===== src/rtl/sfir_pkg.sv =====
// shared types and constants for the stereo fir filter core
package sfir_pkg;

    localparam int DATA_W     = 16;
    localparam int NUM_COEF   = 8;
    localparam int HIST_DEPTH = 8;
    localparam int HIST_IDX_W = $clog2(HIST_DEPTH);
    localparam int TAPS_DEF   = 8;
    localparam int CFG_IDX_W  = 4;
    localparam int PROD_W     = 2 * DATA_W;
    // eight q2.30 products need 35 bits
    localparam int ACC_W      = PROD_W + $clog2(NUM_COEF);
    localparam int FRAC_W     = DATA_W - 1;
    localparam int Q_W        = ACC_W + 1 - FRAC_W;

    typedef enum logic [1:0] {
        ST_IDLE,
        ST_MAC,
        ST_DRAIN,
        ST_ROUND
    } t_state;

endpackage


===== src/rtl/stereo_fir_filter_core.sv =====
// stereo fir filter core: one multiply-accumulate unit per channel stepped over the taps
// an accepted word passes the mac sweep, the drain state and the round state, which waits for a free output register
// a new word is taken only after the last result is loaded, the per-channel mac stepping one tap a cycle
// the input is taken again while a finished result still waits in the output register
// reset (synchronous, active low) clears coefficients, both delay lines and all control state
// config writes are always taken; an index beyond the coefficient list is ignored
module stereo_fir_filter_core #(
    parameter int TAPS = sfir_pkg::TAPS_DEF
) (
    input  logic                                    i_clk,
    input  logic                                    i_rst_n,
    input  logic                                    i_cfg_valid,
    output logic                                    o_cfg_ready,
    input  logic [sfir_pkg::CFG_IDX_W-1:0]          i_cfg_index,
    input  logic [sfir_pkg::DATA_W-1:0]             i_cfg_data,
    input  logic                                    i_in_valid,
    output logic                                    o_in_ready,
    input  logic signed [sfir_pkg::DATA_W-1:0]      i_left_in,
    input  logic signed [sfir_pkg::DATA_W-1:0]      i_right_in,
    output logic                                    o_out_valid,
    input  logic                                    i_out_ready,
    output logic signed [sfir_pkg::DATA_W-1:0]      o_left_out,
    output logic signed [sfir_pkg::DATA_W-1:0]      o_right_out,
    output logic                                    o_left_clipped,
    output logic                                    o_right_clipped
);

    localparam int DW     = sfir_pkg::DATA_W;
    localparam int PW     = sfir_pkg::PROD_W;
    localparam int AW     = sfir_pkg::ACC_W;
    localparam int QW     = sfir_pkg::Q_W;
    localparam int FW     = sfir_pkg::FRAC_W;
    localparam int HD     = sfir_pkg::HIST_DEPTH;
    localparam int HIW    = sfir_pkg::HIST_IDX_W;
    localparam int NC     = sfir_pkg::NUM_COEF;
    localparam int TAP_W  = (TAPS > 1) ? $clog2(TAPS) : 1;
    localparam logic [TAP_W-1:0] TAP_LAST = TAP_W'(TAPS - 1);
    localparam logic signed [QW-1:0] Q_MAX = QW'((1 << (DW - 1)) - 1);
    localparam logic signed [QW-1:0] Q_MIN = -QW'(1 << (DW - 1));
    localparam logic signed [DW-1:0] D_MAX = DW'((1 << (DW - 1)) - 1);
    localparam logic signed [DW-1:0] D_MIN = {1'b1, {(DW-1){1'b0}}};

    sfir_pkg::t_state r_state, n_state;

    logic signed [DW-1:0] r_coef  [NC];
    logic signed [DW-1:0] r_hist_l[HD];
    logic signed [DW-1:0] r_hist_r[HD];

    logic [TAP_W-1:0]     r_tap;
    logic signed [PW-1:0] r_prod_l, r_prod_r;
    logic                 r_prod_valid;
    logic signed [AW-1:0] r_acc_l, r_acc_r;

    logic w_accept, w_issue, w_load_out, w_out_free;
    logic [HIW-1:0] w_idx;

    logic signed [AW:0]   w_rnd_l, w_rnd_r;
    logic signed [QW-1:0] w_q_l, w_q_r;
    logic signed [DW-1:0] w_sat_l, w_sat_r;
    logic                 w_clip_l, w_clip_r;

    assign o_cfg_ready = 1'b1;
    assign w_accept    = i_in_valid & o_in_ready;
    assign w_out_free  = ~o_out_valid | i_out_ready;
    assign w_idx       = HIW'(r_tap);

    // next state
    always_comb begin
        n_state = r_state;
        case (r_state)
            sfir_pkg::ST_IDLE: begin
                if (i_in_valid) n_state = sfir_pkg::ST_MAC;
            end
            sfir_pkg::ST_MAC: begin
                if (r_tap == TAP_LAST) n_state = sfir_pkg::ST_DRAIN;
            end
            sfir_pkg::ST_DRAIN: begin
                n_state = sfir_pkg::ST_ROUND;
            end
            sfir_pkg::ST_ROUND: begin
                if (w_out_free) n_state = sfir_pkg::ST_IDLE;
            end
            default: begin
                n_state = sfir_pkg::ST_IDLE;
            end
        endcase
    end

    // sequencer outputs
    always_comb begin
        o_in_ready = 1'b0;
        w_issue    = 1'b0;
        w_load_out = 1'b0;
        case (r_state)
            sfir_pkg::ST_IDLE:  o_in_ready = 1'b1;
            sfir_pkg::ST_MAC:   w_issue    = 1'b1;
            sfir_pkg::ST_DRAIN: o_in_ready = 1'b0;
            sfir_pkg::ST_ROUND: w_load_out = w_out_free;
            default: begin
                o_in_ready = 1'b0;
            end
        endcase
    end

    always_ff @(posedge i_clk) begin
        if (!i_rst_n) begin
            r_state <= sfir_pkg::ST_IDLE;
        end else begin
            r_state <= n_state;
        end
    end

    // coefficient registers
    always_ff @(posedge i_clk) begin
        if (!i_rst_n) begin
            for (int k = 0; k < NC; k++) r_coef[k] <= '0;
        end else if (i_cfg_valid && o_cfg_ready && (i_cfg_index < sfir_pkg::CFG_IDX_W'(NC))) begin
            r_coef[HIW'(i_cfg_index)] <= i_cfg_data;
        end
    end

    // newest-first delay lines, all entries shift on every word
    always_ff @(posedge i_clk) begin
        if (!i_rst_n) begin
            for (int k = 0; k < HD; k++) begin
                r_hist_l[k] <= '0;
                r_hist_r[k] <= '0;
            end
        end else if (w_accept) begin
            for (int k = HD - 1; k > 0; k--) begin
                r_hist_l[k] <= r_hist_l[k-1];
                r_hist_r[k] <= r_hist_r[k-1];
            end
            r_hist_l[0] <= i_left_in;
            r_hist_r[0] <= i_right_in;
        end
    end

    // mac: product registered, summed in the following cycle
    always_ff @(posedge i_clk) begin
        if (!i_rst_n) begin
            r_tap        <= '0;
            r_prod_valid <= 1'b0;
        end else begin
            if (w_accept) begin
                r_tap <= '0;
            end else if (w_issue && r_tap != TAP_LAST) begin
                r_tap <= r_tap + 1'b1;
            end
            r_prod_valid <= w_issue;
        end
    end

    always_ff @(posedge i_clk) begin
        if (w_issue) begin
            r_prod_l <= r_coef[w_idx] * r_hist_l[w_idx];
            r_prod_r <= r_coef[w_idx] * r_hist_r[w_idx];
        end
        if (w_accept) begin
            r_acc_l <= '0;
            r_acc_r <= '0;
        end else if (r_prod_valid) begin
            r_acc_l <= r_acc_l + {{(AW-PW){r_prod_l[PW-1]}}, r_prod_l};
            r_acc_r <= r_acc_r + {{(AW-PW){r_prod_r[PW-1]}}, r_prod_r};
        end
    end

    // round half up to q1.15, then saturate
    always_comb begin
        w_rnd_l = {r_acc_l[AW-1], r_acc_l} + (AW+1)'(1 << (FW - 1));
        w_rnd_r = {r_acc_r[AW-1], r_acc_r} + (AW+1)'(1 << (FW - 1));
        w_q_l   = w_rnd_l[AW:FW];
        w_q_r   = w_rnd_r[AW:FW];
        w_clip_l = 1'b1;
        w_clip_r = 1'b1;
        if (w_q_l > Q_MAX)      w_sat_l = D_MAX;
        else if (w_q_l < Q_MIN) w_sat_l = D_MIN;
        else begin
            w_sat_l  = w_q_l[DW-1:0];
            w_clip_l = 1'b0;
        end
        if (w_q_r > Q_MAX)      w_sat_r = D_MAX;
        else if (w_q_r < Q_MIN) w_sat_r = D_MIN;
        else begin
            w_sat_r  = w_q_r[DW-1:0];
            w_clip_r = 1'b0;
        end
    end

    // output register
    always_ff @(posedge i_clk) begin
        if (!i_rst_n) begin
            o_out_valid <= 1'b0;
        end else if (w_load_out) begin
            o_out_valid <= 1'b1;
        end else if (i_out_ready) begin
            o_out_valid <= 1'b0;
        end
    end

    always_ff @(posedge i_clk) begin
        if (w_load_out) begin
            o_left_out      <= w_sat_l;
            o_right_out     <= w_sat_r;
            o_left_clipped  <= w_clip_l;
            o_right_clipped <= w_clip_r;
        end
    end

    a_idle_no_product: assert property (@(posedge i_clk) disable iff (!i_rst_n)
        o_in_ready |-> !r_prod_valid)
        else $error("product pending while accepting a new word");

    a_accept_starts_mac: assert property (@(posedge i_clk) disable iff (!i_rst_n)
        w_accept |=> (r_state == sfir_pkg::ST_MAC) && (r_tap == '0))
        else $error("accepted word did not start the mac sweep");

    a_tap_in_range: assert property (@(posedge i_clk) disable iff (!i_rst_n)
        r_tap <= TAP_LAST)
        else $error("tap counter past last tap");

    a_clip_extreme: assert property (@(posedge i_clk) disable iff (!i_rst_n)
        (o_out_valid && o_left_clipped) |-> (o_left_out == D_MAX || o_left_out == D_MIN))
        else $error("left clip flag without a saturated value");

endmodule

===== config.mk =====
export PLATFORM = sky130hd
export DESIGN_NAME = stereo_fir_filter_core
export DESIGN_NICKNAME = d
export VERILOG_FILES = /design/src/rtl/sfir_pkg.sv /design/src/rtl/stereo_fir_filter_core.sv
export SDC_FILE = /design/constraint.sdc
export NUM_CORES = 2
export LEC_CHECK = 0
export BUFFER_PORTS_ARGS = -buffer_cell sky130_fd_sc_hd__buf_2
export CELL_PAD_IN_SITES_DETAIL_PLACEMENT = 2
export CELL_PAD_IN_SITES_GLOBAL_PLACEMENT = 2
export CORE_MARGIN = 10
export CORE_UTILIZATION = 45
export DETAILED_ROUTE_END_ITERATION = 8
export HOLD_SLACK_MARGIN = 0.12
export PLACE_DENSITY = 0.89
export SLEW_MARGIN = 25
export SYNTH_ARGS = -nofsm -noshare
export SYNTH_HDL_FRONTEND = slang
export SYNTH_SLANG_ARGS = --single-unit

===== constraint.sdc =====
create_clock -name i_clk -period 21.4 [get_ports i_clk]
set_clock_uncertainty 0.1 [all_clocks]
set_input_delay 3.21 -clock i_clk [delete_from_list [all_inputs] [get_ports i_clk]]
set_output_delay 3.21 -clock i_clk [all_outputs]
set_load 0.01 [all_outputs]

# Word-level counts from Yosys, hierarchy flattened
# Memory sizes are Yosys's and may differ from the RTL's. A register that Yosys moved wholly into a read port is not among the register bits.
# Index checks and enable logic that the tools add are counted.
# W data, S select, Z words.
[op_classes]
div_mod_pow = 0
bitwise = 20
n_mul = 2
n_eq_ne = 8
n_mux = 45
addsub = 5
magnitude_cmp = 5
shifts = 0
n_reduce_logical = 7
[ops]
columns = ["cell", "n"]
rows = [
  ["$mux W16", 19],
  ["$add A35 B16 Y36 const B", 2],
  ["$add A35 B35 Y35", 2],
  ["$mul A16 B16 Y32", 2],
  ["$gt A21 B16 Y1 const B", 2],
  ["$lt A21 B16 Y1 const B", 2],
  ["$mux W3", 7],
  ["$or A1 B1 Y1", 17],
  ["$reduce_or A16 Y1", 1],
  ["$mux W1", 15],
  ["$pmux W2 S4", 1],
  ["$mux W2", 3],
  ["$ne A2 B2 Y1 const B", 3],
  ["$eq A2 B2 Y1 const B", 2],
  ["$lt A4 B4 Y1 const B", 1],
  ["$add A3 B1 Y3 const B", 1],
  ["$eq A3 B3 Y1 const B", 1],
  ["$ne A3 B3 Y1 const B", 1],
  ["$reduce_and A3 Y1", 1],
  ["$eq A2 B1 Y1 const B", 1],
  ["$logic_and A1 B1 Y1", 2],
  ["$logic_not A2 Y1", 1],
  ["$not A1 Y1", 2],
  ["$reduce_bool A2 Y1", 1],
  ["2 further kinds", 2],
]
[word_totals]
out_inout_bits = 37
wordCells = 107
input_bits = 57
ramBits = 384
romBits = 0
latchBits = 0
n_memories = 3
ff_bits = 175
[memory_table]
columns = ["name", "words", "word_bits", "read_ports", "rd_clocked_by_memory_dff", "write_ports", "line", "text"]
rows = [
  ["r_coef", 8, 16, 1, 1, 8, "stereo_fir_filter_core.sv:45", "logic signed [DW-1:0] r_coef [NC];"],
  ["r_hist_l", 8, 16, 8, 1, 8, "stereo_fir_filter_core.sv:46", "logic signed [DW-1:0] r_hist_l[HD];"],
  ["r_hist_r", 8, 16, 8, 1, 8, "stereo_fir_filter_core.sv:47", "logic signed [DW-1:0] r_hist_r[HD];"],
]

# Depth between registers and ports, before layout
[logic_depth]
ltp_word = 7
ltp_mapped = 29

# Least setup slack after synthesis
# OpenSTA, ideal clock, no wires.
[synth_timing]
kind = "in2reg"
start = "input port i_in_valid"
end = "memory r_hist_l[0][0] (netlist name), enable pin"
t_required_ns = 19.312
setup_slack_ns = 11.506
stages = 3
t_arrival_ns = 7.806
setup_time_ns = 1.988
path_buffers = 1
cell_sequence = "nand2_1 > clkbuf_1 > nand2_1"
[synth_rtl]
columns = ["element", "line", "text"]
rows = [
  ["start: declaration", "stereo_fir_filter_core.sv:16", "input logic i_in_valid,"],
  ["end: declaration", "stereo_fir_filter_core.sv:46", ""],
]

==> impl_metrics.tcl <==
set metrics [dict create \
    grt_pass1_wl_um 263000 \
    cts_max_path_buffers 3 \
    cp-end-kind "register" \
    hpwl_um 128000 \
    startpoint_type "register" \
    grt_max_degree 127 \
    routed_wl_um 176000 \
    ctsHoldBuffers 0 \
    synth_area_um2 46500 \
    die_w_um 341 \
    antenna_found_initial 5 \
    syn2layout_area_growth_pct 9.12 \
    drt_iter0_drc 2824 \
    die_area_um2 116000 \
    status "completed" \
    synth_nets 5018 \
    cp_max_fo 37 \
    worstMarginPinSlew_ns 1.11 \
    clk_pin_slew_ns 0.06 \
    yosysSeqAreaShare_pct 34.6 \
    cts_root_buf "clkbuf_16" \
    fill_cells 10200 \
    drtPass1Iterations 6 \
    ant_nets 0 \
    grt-ovfl-total 0 \
    path_class "register to register" \
    yosys_warnings 0 \
    fin_setup_tns_ns 0 \
    finalCritPeriodShare_pct 44.6 \
    rsz0062_at_grt "no" \
    hold_violations 0 \
    cts_tree "yes" \
    grtUsageTotal_pct 29.9 \
    ctsHtreeMaxLevel 3 \
    insertion_delay_ns 0.68 \
    gp_congestion 0.863 \
    arrival_ns 9.83 \
    synth_edf_count 482 \
    num_vias 33900 \
    dieHeight_um 341 \
    slew_headroom_pct 26.0 \
    start_util_pct 45.5 \
    synthFlopType "edfxtp_1" \
    cts_inserted_buffers 67 \
    cap_violations 0 \
    setup_viol 0 \
    synthArstFlopShare_pct 0 \
    core_um2 102000 \
    cts_resized 0 \
    cts_sinks 562 \
    viasPerCell 5.98 \
    io_pins 94 \
    dp_cells 5544 \
    final_cells 5665 \
    critPathRequiredTime_ns 21.68 \
    syn_inst 4195 \
    synth.avg_cell_area_um2 11.1 \
    max_freq_ghz 0.105 \
    hold_path_class "register to register" \
    grt_pass1_vias 39700 \
    drive_gt1_share_pct 10.3 \
    routedWlPerCell_um 31.0 \
    fin_nets 5069 \
    post_cts_buffers 0 \
    period_minus_slack_ns 9.55 \
    drv_slew 0 \
    synth-seq-cells 562 \
    port_buffers 92 \
    num_rows 117 \
    drc 0 \
    synth_cell_types 84 \
]
==> final timing paths <==
| kind | from | end | slack, ns | depth (start not counted) |
|---|---|---|---|---|
| max | register | r_prod_l[31] | 11.85 | 23 |
| min | r_acc_l[12] | r_acc_l[12] | 0.40 | 2 |
| max reg2reg | register | r_prod_l[31] | 11.85 | 23 |
| min reg2reg | r_acc_l[12] | r_acc_l[12] | 0.40 | 2 |
==> cells in the mapped netlist (36+ instances only) <==
cell type	number	area share [%]
a21o_1	44	0.71
a21oi_1	94	1.0
and2_1	418	5.6
clkbuf_1	133	1.1
dfxtp_1	80	3.4
edfxtp_1	482	31
fa_1	526	23
ha_1	240	6.5
inv_1	623	5.0
mux2i_1	80	1.7
mux4_2	96	4.7
nand2_1	284	2.3
nand2b_1	36	0.48
nand3_1	39	0.42
nor2_1	375	3.0
nor3_1	42	0.45
o21ai_0	105	1.1
xnor2_1	106	2.0
xor2_1	44	0.83
==> critical path, stage by stage (launching register included) <==
cell and delay (ns):
dfxtp_4 0.73, buf_4 0.71, mux4_2 0.66, mux2i_4 0.84, nor2_1 0.18, fa_1 0.56
inv_1 0.05, fa_1 0.49, fa_1 0.53, inv_1 0.05, ha_1 0.29, fa_1 0.49
inv_1 0.08, fa_1 0.53, inv_1 0.06, ha_1 0.34, a2111oi_0 0.45, o21ai_1 0.19
o2bb2ai_1 0.21, o221a_2 0.36, a2111oi_0 0.76, o21bai_1 0.16, a21oi_1 0.21, xnor2_1 0.12
==> registers in the layout, summed over array words and instances (netlist names), 2 cells and up, named ones only <==
signal / cells
r_coef: 128
r_hist_l: 128
r_hist_r: 128
r_acc_l: 35
r_acc_r: 35
r_prod_l: 32
r_prod_r: 32
o_left_out: 16
o_right_out: 16
r_tap: 3
r_state: 2
==> cell usage in the layout (no fill, tap or decap), drive strengths merged, types with 18 or more instances in the layout <==
| master | count |
|---|---|
| edfxtp | 482 |
| nand3 | 39 |
| o21ai | 111 |
| xor2 | 44 |
| o21a | 25 |
| a21o | 44 |
| nor2b | 18 |
| fa | 526 |
| o21bai | 21 |
| a211oi | 22 |
| clkbuf | 87 |
| a21oi | 95 |
| xnor2 | 106 |
| clkinv | 19 |
| nor2 | 376 |
| ha | 240 |
| mux4 | 96 |
| and2 | 418 |
| nand2b | 36 |
| inv | 629 |
| mux2i | 80 |
| buf | 143 |
| nand2 | 284 |
| dfxtp | 80 |
| or2 | 28 |
| mux2 | 34 |
| nor3 | 42 |
| and3 | 25 |
==> per-stage QoR <==
stage	hold WS, ns	util, %	area, µm²	setup slack (ns)
after floorplan	0.345	-	46500	11.51
after global placement	0.353	47.5	48500	12.72
after detailed placement	0.378	47.5	48500	12.04
after CTS	0.399	49.5	50600	11.99
after global routing	0.428	49.6	50700	11.50
final	0.397	49.6	50700	11.85
==> cell families (layout without fill, tap and decap cells) <==
logic type | count (synthesis) | in the layout | synth area share (%)
and+or+nand+nor | 1303 | 1303 | 13.9
buffers and inverters | 785 | 885 | 6.39
adders and majority gates | 766 | 766 | 29.1
DFF | 562 | 562 | 34.6
AOI/OAI and AO/OA | 418 | 418 | 5.95
muxes | 210 | 210 | 7.20
xor gates and xnor gates | 150 | 150 | 2.83
other | 1 | 3 | 0.00807
==> cell type report <==
| class | instances | area [µm²] | area share [%] |
|---|---|---|---|
| Timing Repair Buffer | 143 | 867 | 1.71 |
| Antenna cell | 2 | 5.00 | 0.00987 |
| Clock inverter | 31 | 337 | 0.664 |
| Multi-Input combinational cell | 2848 | 27600 | 54.4 |
| Inverter | 624 | 2340 | 4.62 |
| Tap cell | 1368 | 1710 | 3.38 |
| Clock buffer | 87 | 1760 | 3.48 |
| Sequential cell | 562 | 16100 | 31.7 |
==> per-layer routing <==
layer | global-route usage, % | wire (µm) | up-vias
li1 | - | - | 13900
met1 | 33.4 | 64100 | 17700
met2 | 52.7 | 89100 | 1563
met3 | 5.81 | 10900 | 676
met4 | 17.5 | 11500 | 10
met5 | 0.0833 | 57 | -
Power is left out: the tool's default activity adds up to more than one toggle a clock period on the data nets, which glitch-free logic cannot reach.
